===== config.mk =====
export PLATFORM = sky130hd
export DESIGN_NAME = unsigned_64bit_alu
export DESIGN_NICKNAME = d
export VERILOG_FILES = /design/src/design/u64alu_pkg.sv /design/src/design/u64alu_core.sv /design/src/design/unsigned_64bit_alu.sv
export SDC_FILE = /design/constraint.sdc
export NUM_CORES = 2
export LEC_CHECK = 0
export BUFFER_PORTS_ARGS = -buffer_cell sky130_fd_sc_hd__buf_4
export CORE_MARGIN = 4
export CORE_UTILIZATION = 50
export DETAILED_ROUTE_END_ITERATION = 8
export PLACE_DENSITY = 0.67
export SKIP_CTS_REPAIR_TIMING = 1
export SLEW_MARGIN = 10
export SYNTH_ARGS = -nofsm -noshare
export SYNTH_HDL_FRONTEND = slang
export SYNTH_SLANG_ARGS = --single-unit

===== constraint.sdc =====
create_clock -name clk -period 39 [get_ports clk]
set_input_delay 1.95 -clock clk [delete_from_list [all_inputs] [get_ports clk]]
set_output_delay 1.95 -clock clk [all_outputs]
set_load 0.01 [all_outputs]

===== src/design/u64alu_pkg.sv =====
// ----------------------------------------------------------------------------
// u64alu_pkg: shared types of the serial unsigned ALU
// Command codes, sequencer states and the control/status bundles between the
// top level and the serial core.
// ----------------------------------------------------------------------------
`default_nettype none

package u64alu_pkg;

	typedef enum logic [3:0] {
		CMD_ADD = 4'd0,
		CMD_SUB = 4'd1,
		CMD_MUL = 4'd2,
		CMD_DIV = 4'd3,
		CMD_MOD = 4'd4,
		CMD_POW = 4'd5,
		CMD_EQ  = 4'd6,
		CMD_LT  = 4'd7,
		CMD_LE  = 4'd8
	} cmd_t;

	typedef enum logic [2:0] {
		ST_IDLE,
		ST_ARITH,
		ST_DIV,
		ST_POW_SETUP,
		ST_POW_RUN,
		ST_FINISH
	} state_t;

	// top level to core
	typedef struct packed {
		logic start;     // input beat accepted this cycle
		logic out_free;  // output register can take a result this cycle
	} core_ctl_t;

	// core to top level
	typedef struct packed {
		logic ready;     // core idle, can start a new item
		logic done;      // result valid on the core's value output
		logic error;     // zero divisor
	} core_sts_t;

endpackage

`default_nettype wire


===== src/design/u64alu_core.sv =====
// ----------------------------------------------------------------------------
// u64alu_core: bit-serial datapath and sequencer
// Runs add/sub/compare one bit per cycle, multiply and divide one operand bit
// per cycle, and power as rounds of two serial multiplies.
// ----------------------------------------------------------------------------
`default_nettype none

module u64alu_core #(
	parameter int DATA_WIDTH = 64
) (
	input  wire                      clk,
	input  wire                      arst_n,
	input  u64alu_pkg::core_ctl_t    ctl,
	input  u64alu_pkg::cmd_t         cmd,
	input  wire  [DATA_WIDTH-1:0]    opa,
	input  wire  [DATA_WIDTH-1:0]    opb,
	output u64alu_pkg::core_sts_t    sts,
	output logic [DATA_WIDTH-1:0]    value
);

	localparam int W  = DATA_WIDTH;
	localparam int CW = $clog2(W);

	u64alu_pkg::state_t state_q, state_d;
	u64alu_pkg::cmd_t   cmd_q;

	logic [CW-1:0] cnt_q;
	logic [W-1:0]  a_q, b_q, acc_q;
	logic [W-1:0]  x_q, y_q, z_q;
	logic [W-1:0]  sq_q, pacc_q, exp_q;
	logic          carry_q, nz_q, err_q;

	logic          last;
	logic          b_bit, sum_bit, carry_d;
	logic [W-1:0]  acc_add, z_add;
	logic [W:0]    rem_sh;
	logic [W+1:0]  rem_diff;
	logic          rem_ge;

	assign last = (cnt_q == CW'(W - 1));

	// serial add/subtract cell: subtract and compares add the inverted bit
	assign b_bit   = (cmd_q == u64alu_pkg::CMD_ADD) ? b_q[0] : ~b_q[0];
	assign sum_bit = a_q[0] ^ b_bit ^ carry_q;
	assign carry_d = (a_q[0] & b_bit) | (a_q[0] & carry_q) | (b_bit & carry_q);

	// shift-add partial products
	assign acc_add = acc_q + (b_q[0] ? a_q : '0);
	assign z_add   = z_q + (y_q[0] ? x_q : '0);

	// restoring divide step: partial remainder in x_q, dividend/quotient in a_q
	assign rem_sh   = {x_q, a_q[W-1]};
	assign rem_diff = {1'b0, rem_sh} - {2'b00, b_q};
	assign rem_ge   = ~rem_diff[W+1];

	always_ff @(posedge clk or negedge arst_n) begin
		if (!arst_n) begin
			state_q <= u64alu_pkg::ST_IDLE;
		end else begin
			state_q <= state_d;
		end
	end

	always_comb begin
		state_d   = state_q;
		sts.ready = 1'b0;
		sts.done  = 1'b0;
		sts.error = 1'b0;
		unique case (state_q)
			u64alu_pkg::ST_IDLE: begin
				sts.ready = 1'b1;
				if (ctl.start) begin
					unique case (cmd) inside
						u64alu_pkg::CMD_ADD, u64alu_pkg::CMD_SUB, u64alu_pkg::CMD_MUL,
						u64alu_pkg::CMD_EQ, u64alu_pkg::CMD_LT, u64alu_pkg::CMD_LE: begin
							state_d = u64alu_pkg::ST_ARITH;
						end
						u64alu_pkg::CMD_DIV, u64alu_pkg::CMD_MOD: begin
							state_d = (opb == '0) ? u64alu_pkg::ST_FINISH : u64alu_pkg::ST_DIV;
						end
						u64alu_pkg::CMD_POW: begin
							state_d = u64alu_pkg::ST_POW_SETUP;
						end
						default: begin
							state_d = u64alu_pkg::ST_FINISH;
						end
					endcase
				end
			end
			u64alu_pkg::ST_ARITH, u64alu_pkg::ST_DIV: begin
				if (last) state_d = u64alu_pkg::ST_FINISH;
			end
			u64alu_pkg::ST_POW_SETUP: begin
				state_d = (exp_q == '0) ? u64alu_pkg::ST_FINISH : u64alu_pkg::ST_POW_RUN;
			end
			u64alu_pkg::ST_POW_RUN: begin
				if (last) state_d = u64alu_pkg::ST_POW_SETUP;
			end
			u64alu_pkg::ST_FINISH: begin
				sts.done  = 1'b1;
				sts.error = err_q;
				if (ctl.out_free) state_d = u64alu_pkg::ST_IDLE;
			end
			default: begin
				state_d = u64alu_pkg::ST_IDLE;
			end
		endcase
	end

	always_ff @(posedge clk) begin
		case (state_q)
			u64alu_pkg::ST_IDLE: begin
				if (ctl.start) begin
					cmd_q   <= cmd;
					a_q     <= opa;
					b_q     <= opb;
					acc_q   <= '0;
					x_q     <= '0;
					cnt_q   <= '0;
					carry_q <= (cmd != u64alu_pkg::CMD_ADD);
					nz_q    <= 1'b0;
					err_q   <= ((cmd == u64alu_pkg::CMD_DIV) || (cmd == u64alu_pkg::CMD_MOD))
					           && (opb == '0);
					sq_q    <= opa;
					pacc_q  <= W'(1);
					exp_q   <= opb;
				end
			end
			u64alu_pkg::ST_ARITH: begin
				cnt_q <= cnt_q + CW'(1);
				if (cmd_q == u64alu_pkg::CMD_MUL) begin
					acc_q <= acc_add;
					a_q   <= {a_q[W-2:0], 1'b0};
					b_q   <= {1'b0, b_q[W-1:1]};
				end else begin
					acc_q   <= {sum_bit, acc_q[W-1:1]};
					a_q     <= {1'b0, a_q[W-1:1]};
					b_q     <= {1'b0, b_q[W-1:1]};
					carry_q <= carry_d;
					nz_q    <= nz_q | sum_bit;
				end
			end
			u64alu_pkg::ST_DIV: begin
				cnt_q <= cnt_q + CW'(1);
				x_q   <= rem_ge ? rem_diff[W-1:0] : rem_sh[W-1:0];
				a_q   <= {a_q[W-2:0], rem_ge};
			end
			u64alu_pkg::ST_POW_SETUP: begin
				// load both multiplies of this round: sq*sq and acc*sq
				a_q   <= sq_q;
				b_q   <= sq_q;
				acc_q <= '0;
				x_q   <= sq_q;
				y_q   <= pacc_q;
				z_q   <= '0;
				cnt_q <= '0;
			end
			u64alu_pkg::ST_POW_RUN: begin
				cnt_q <= cnt_q + CW'(1);
				acc_q <= acc_add;
				a_q   <= {a_q[W-2:0], 1'b0};
				b_q   <= {1'b0, b_q[W-1:1]};
				z_q   <= z_add;
				x_q   <= {x_q[W-2:0], 1'b0};
				y_q   <= {1'b0, y_q[W-1:1]};
				if (last) begin
					sq_q  <= acc_add;
					exp_q <= {1'b0, exp_q[W-1:1]};
					if (exp_q[0]) pacc_q <= z_add;
				end
			end
			default: begin
			end
		endcase
	end

	// pick the result out of the working registers
	always_comb begin
		value = '0;
		if (!err_q) begin
			unique case (cmd_q) inside
				u64alu_pkg::CMD_ADD, u64alu_pkg::CMD_SUB, u64alu_pkg::CMD_MUL: value = acc_q;
				u64alu_pkg::CMD_DIV: value = a_q;
				u64alu_pkg::CMD_MOD: value = x_q;
				u64alu_pkg::CMD_POW: value = pacc_q;
				u64alu_pkg::CMD_EQ:  value = W'(!nz_q);
				u64alu_pkg::CMD_LT:  value = W'(!carry_q);
				u64alu_pkg::CMD_LE:  value = W'(!carry_q || !nz_q);
				default:             value = '0;
			endcase
		end
	end

endmodule

`default_nettype wire


===== src/design/unsigned_64bit_alu.sv =====
// ----------------------------------------------------------------------------
// unsigned_64bit_alu: serial unsigned integer ALU
// Add, subtract, multiply, divide, remainder, power and compares on two
// unsigned operands, one result beat per input beat.
// ----------------------------------------------------------------------------
//
// The block takes one command beat at a time and answers with exactly one
// result beat; all arithmetic runs through bit-serial shift registers, so the
// latency depends on the command and on DATA_WIDTH (W). Add, subtract,
// multiply and the compares handle one operand bit per cycle through the
// serial adder or the shift-add multiplier; divide and remainder run one
// restoring shift-subtract step per cycle, and a zero divisor skips the
// steps and returns value 0 with error set. Power runs square-and-multiply
// rounds, each made of two shift-add multiplies in parallel, for as many
// rounds as the exponent has significant bits; an exponent of zero gives
// result 1. Unused command codes answer 0 without error. Another beat is
// taken as soon as the result has moved into the output register, so a
// stalled m_tready costs nothing until the next result is ready. Operands
// are cut to their low W bits and the result is zero-extended.

`default_nettype none

module unsigned_64bit_alu #(
	parameter int DATA_WIDTH = 64
) (
	input  wire          clk,
	input  wire          arst_n,

	input  wire          s_tvalid,
	output logic         s_tready,
	input  wire  [127:0] s_tdata,   // [63:0] operand_a, [127:64] operand_b
	input  wire  [3:0]   s_tuser,   // [3:0] command

	output logic         m_tvalid,
	input  wire          m_tready,
	output logic [63:0]  m_tdata,   // [63:0] value
	output logic [0:0]   m_tuser    // [0] error
);

	u64alu_pkg::core_ctl_t      ctl;
	u64alu_pkg::core_sts_t      sts;
	logic [DATA_WIDTH-1:0]      core_value;
	logic                       m_tvalid_q;
	logic [63:0]                m_tdata_q;
	logic                       m_tuser_q;

	// take a new beat only while the core sits idle
	assign s_tready     = sts.ready;
	assign ctl.start    = s_tvalid & sts.ready;
	// the output register is free when empty or drained this cycle
	assign ctl.out_free = !m_tvalid_q || m_tready;

	u64alu_core #(
		.DATA_WIDTH (DATA_WIDTH)
	) u_core (
		.clk    (clk),
		.arst_n (arst_n),
		.ctl    (ctl),
		.cmd    (u64alu_pkg::cmd_t'(s_tuser)),
		.opa    (s_tdata[DATA_WIDTH-1:0]),
		.opb    (s_tdata[64+DATA_WIDTH-1:64]),
		.sts    (sts),
		.value  (core_value)
	);

	// output register: hold the beat until the sink takes it
	always_ff @(posedge clk or negedge arst_n) begin
		if (!arst_n) begin
			m_tvalid_q <= 1'b0;
		end else if (sts.done && ctl.out_free) begin
			m_tvalid_q <= 1'b1;
		end else if (m_tready) begin
			m_tvalid_q <= 1'b0;
		end
	end

	// payload: load with the valid flag, no reset needed
	always_ff @(posedge clk) begin
		if (sts.done && ctl.out_free) begin
			m_tdata_q <= 64'(core_value);
			m_tuser_q <= sts.error;
		end
	end

	assign m_tvalid   = m_tvalid_q;
	assign m_tdata    = m_tdata_q;
	assign m_tuser[0] = m_tuser_q;

endmodule

`default_nettype wire

==> reports/qor.csv <==
metric,value,unit
setup_viol,0,
endpoint_kind,flip-flop,
synth_nets,4565,
fillCellCount,7125,
clockBufferDepth,3,
worstPathArrival,6.11,ns
multiInputGateArea,20110,um2
grt.overflow.total,0,
synthDistinctLibCells,83,
root_buffer,clkbuf_16,
drt-initial-drc-count,3801,
totalNegativeSetupSlack,0,ns
seqCellArea,19740,um2
wire_per_inst,26.08,um
clock_latency,0.64,ns
ys_seq_elements,658,
num_vias,35020,
min_period_over_period,0.1482,
drc,0,
synthesis.instances,4233,
fmax,0.1730,GHz
numCtsBuffers,78,
slew_headroom,0.1880,
dieWidth,295.0,um
start_util,0.5080,
rsz0062_at_grt,false,
grt_antenna_before_repair,1,
cts_tree,done,
place_congestion,0.9746,
synth-edff-count,654,
grt_pass1_wl,210300,um
drv_cap,0,
synth.yosys.seq_area_share,0.4793,
layout_common_cells,"nand2_1, edfxtp_1, a21oi_1",
hpwl,101100,um
p_leak,18.20,nW
ir_drop,0.07276,mV
skew,0.02753,ns
area_growth,12.15,%
grt_pass1_vias,33590,
io_buffers,202,
cts.sinks,658,
htree_levels,3,
worst-path-max-fanout,64,
dieArea,87020,um2
synth_ff_type,edfxtp_1,
finalHoldViolCount,0,
ant_nets,0,
slew_viol_final,0,
grt_usage,0.3164,
syn-mean-instance-area,9.729,um2
hold_path_class,flip-flop to flip-flop,
fin_crit,5.779,ns
clk_pin_slew_worst_paths,0.06,ns
setup.worst_path.class,flip-flop to flip-flop,
synthArstFlopShare,0.006079,
viasPerCell,6.461,
dr.pass1.iters,8,
worstMarginPinSlew,1.207,ns
required,39.33,ns
die_y,295.0,um
nets,4628,
hold_ws,0.5040,ns
status,"finished, final reports clean",
core,81070,um2
grt_max_degree,83,
ioPinCount,203,
synth_area,41180,um2
routed_wl,141400,um
layout-drive-gt1-share,0.1021,
power_per_cell_area,97.34,nW/um2
row_count,104,
final_common_cell,nand2_1,
yosysWarnings,0,
n_antenna_cell,0,
worst_setup_path_start_kind,flip-flop,
==> per-layer routing <==
layer | global-route usage | part of all wire | vias up | wire length (um)
li1 | - | - | 15940 | -
met1 | 0.4125 | 0.40 | 16980 | 55900
met2 | 0.5240 | 0.47 | 1769 | 66690
met3 | 0.04327 | 0.077 | 332 | 10880
met4 | 0.1530 | 0.056 | 0 | 7882
met5 | 0 | 0 | - | 0
==> layout make-up <==
cell class	instances	area share
clock inverter	50	0.01192
multi-input combinational	3180	0.4353
clock buffer	94	0.04541
inverter	132	0.01073
timing repair buffer	246	0.04042
tap	1060	0.02872
sequential	658	0.4275
==> final timing paths <==
path	cells past startpoint	to	from	slack, ns
max	14	u_core.pacc_q[62]$_SDFFCE_PN0P_	u_core.y_q[0]$_DFFE_PN_	33.22
min	2	u_core.y_q[27]$_DFFE_PN_	u_core.y_q[28]$_DFFE_PN_	0.50
max reg2reg	14	u_core.pacc_q[62]$_SDFFCE_PN0P_	u_core.y_q[0]$_DFFE_PN_	33.22
min reg2reg	2	u_core.y_q[27]$_DFFE_PN_	u_core.y_q[28]$_DFFE_PN_	0.50
max in group asynchronous	1	u_core.state_q[2]$_DFFE_PN0P_	arst_n	37.74
min in group asynchronous	1	u_core.state_q[1]$_DFFE_PN0P_	arst_n	1.13
==> flip-flops by register name, summed over array words and instances (netlist names) <==
name	flops
m_tdata	64
m_tuser	1
m_tvalid	1
u_core.a_q	64
u_core.acc_q	64
u_core.b_q	64
u_core.carry_q	1
u_core.cmd_q	4
u_core.cnt_q	6
u_core.err_q	1
u_core.exp_q	64
u_core.nz_q	1
u_core.pacc_q	64
u_core.sq_q	64
u_core.state_q	3
u_core.x_q	64
u_core.y_q	64
u_core.z_q	64
==> synth_stat cells, types with 7 or more instances <==
| library cell | count | share of area |
|---|---|---|
| a211o_1 | 20 | 0.0043 |
| a211oi_1 | 21 | 0.0038 |
| a21boi_0 | 7 | 0.0013 |
| a21o_1 | 92 | 0.017 |
| a21oi_1 | 361 | 0.044 |
| a221o_1 | 62 | 0.015 |
| a221oi_1 | 38 | 0.0081 |
| a222oi_1 | 7 | 0.0017 |
| a22o_1 | 65 | 0.014 |
| a22oi_1 | 140 | 0.026 |
| a31oi_1 | 22 | 0.0033 |
| and2_1 | 186 | 0.028 |
| and3_1 | 21 | 0.0032 |
| and4_1 | 7 | 0.0015 |
| buf_2 | 13 | 0.0016 |
| clkbuf_1 | 241 | 0.022 |
| edfxtp_1 | 654 | 0.48 |
| ha_1 | 192 | 0.058 |
| inv_1 | 132 | 0.012 |
| mux2_2 | 23 | 0.0063 |
| mux2i_1 | 7 | 0.0017 |
| nand2_1 | 743 | 0.068 |
| nand2b_1 | 24 | 0.0036 |
| nand3_1 | 31 | 0.0038 |
| nand4_1 | 61 | 0.0093 |
| nor2_1 | 187 | 0.017 |
| nor2b_1 | 27 | 0.0041 |
| nor3_1 | 30 | 0.0036 |
| nor4_1 | 43 | 0.0065 |
| o211ai_1 | 11 | 0.0020 |
| o21a_1 | 23 | 0.0042 |
| o21ai_0 | 245 | 0.030 |
| o21bai_1 | 45 | 0.0082 |
| o221ai_1 | 7 | 0.0015 |
| o22ai_1 | 67 | 0.010 |
| o31ai_1 | 13 | 0.0024 |
| or2_2 | 10 | 0.0015 |
| or3_1 | 70 | 0.011 |
| xnor2_1 | 114 | 0.024 |
| xor2_1 | 70 | 0.015 |
==> where the power goes <==
group | internal [mW] | total, mW | switching [mW]
logic | 0.824 | 2.33 | 1.50
clock network | 0.457 | 0.771 | 0.313
registers | 1.18 | 1.40 | 0.215
total | 2.46 | 4.50 | 2.03
==> worst max-delay path: stages (launching register included) <==
cell and delay [ns]:
edfxtp_1 0.32, buf_4 0.49, and2_1 0.22, ha_1 0.28
a21o_1 0.18, a21o_1 0.17, a211oi_1 0.61, nand3_1 0.20
o21ai_0 0.69, a2bb2oi_1 0.57, a21oi_1 0.29, a41oi_1 0.63
o21ai_0 0.40, mux2i_1 0.22, o311ai_0 0.16
==> cells by family after synthesis <==
kind of cell	count (synthesis)	share of synthesized area
xor gates and xnor gates	184	0.03913
AOI/OAI and AO/OA	1310	0.2113
buffers and inverters	395	0.03679
DFF	658	0.4793
adders and majority gates	196	0.06028
muxes	30	0.007991
and+or+nand+nor	1460	0.1652
==> through the flow <==
stage / utilization / cells / power [mW] / instance area [um2] / setup WS [ns]
3_3_place_gp: 0.5367 / 5275 / 3.665 / 43510 / 33.39
4_1_cts: 0.5697 / 5420 / 4.462 / 46180 / 33.32
3_5_place_dp: 0.5370 / 5276 / 3.683 / 43540 / 33.34
2_1_floorplan: - / 4233 / 2.993 / 41180 / 23.39
5_1_grt: 0.5697 / 5420 / 4.749 / 46180 / 33.06
6_report: 0.5697 / 5420 / 4.496 / 46180 / 33.22
No activity file was read; power rests on OpenSTA's default activity.
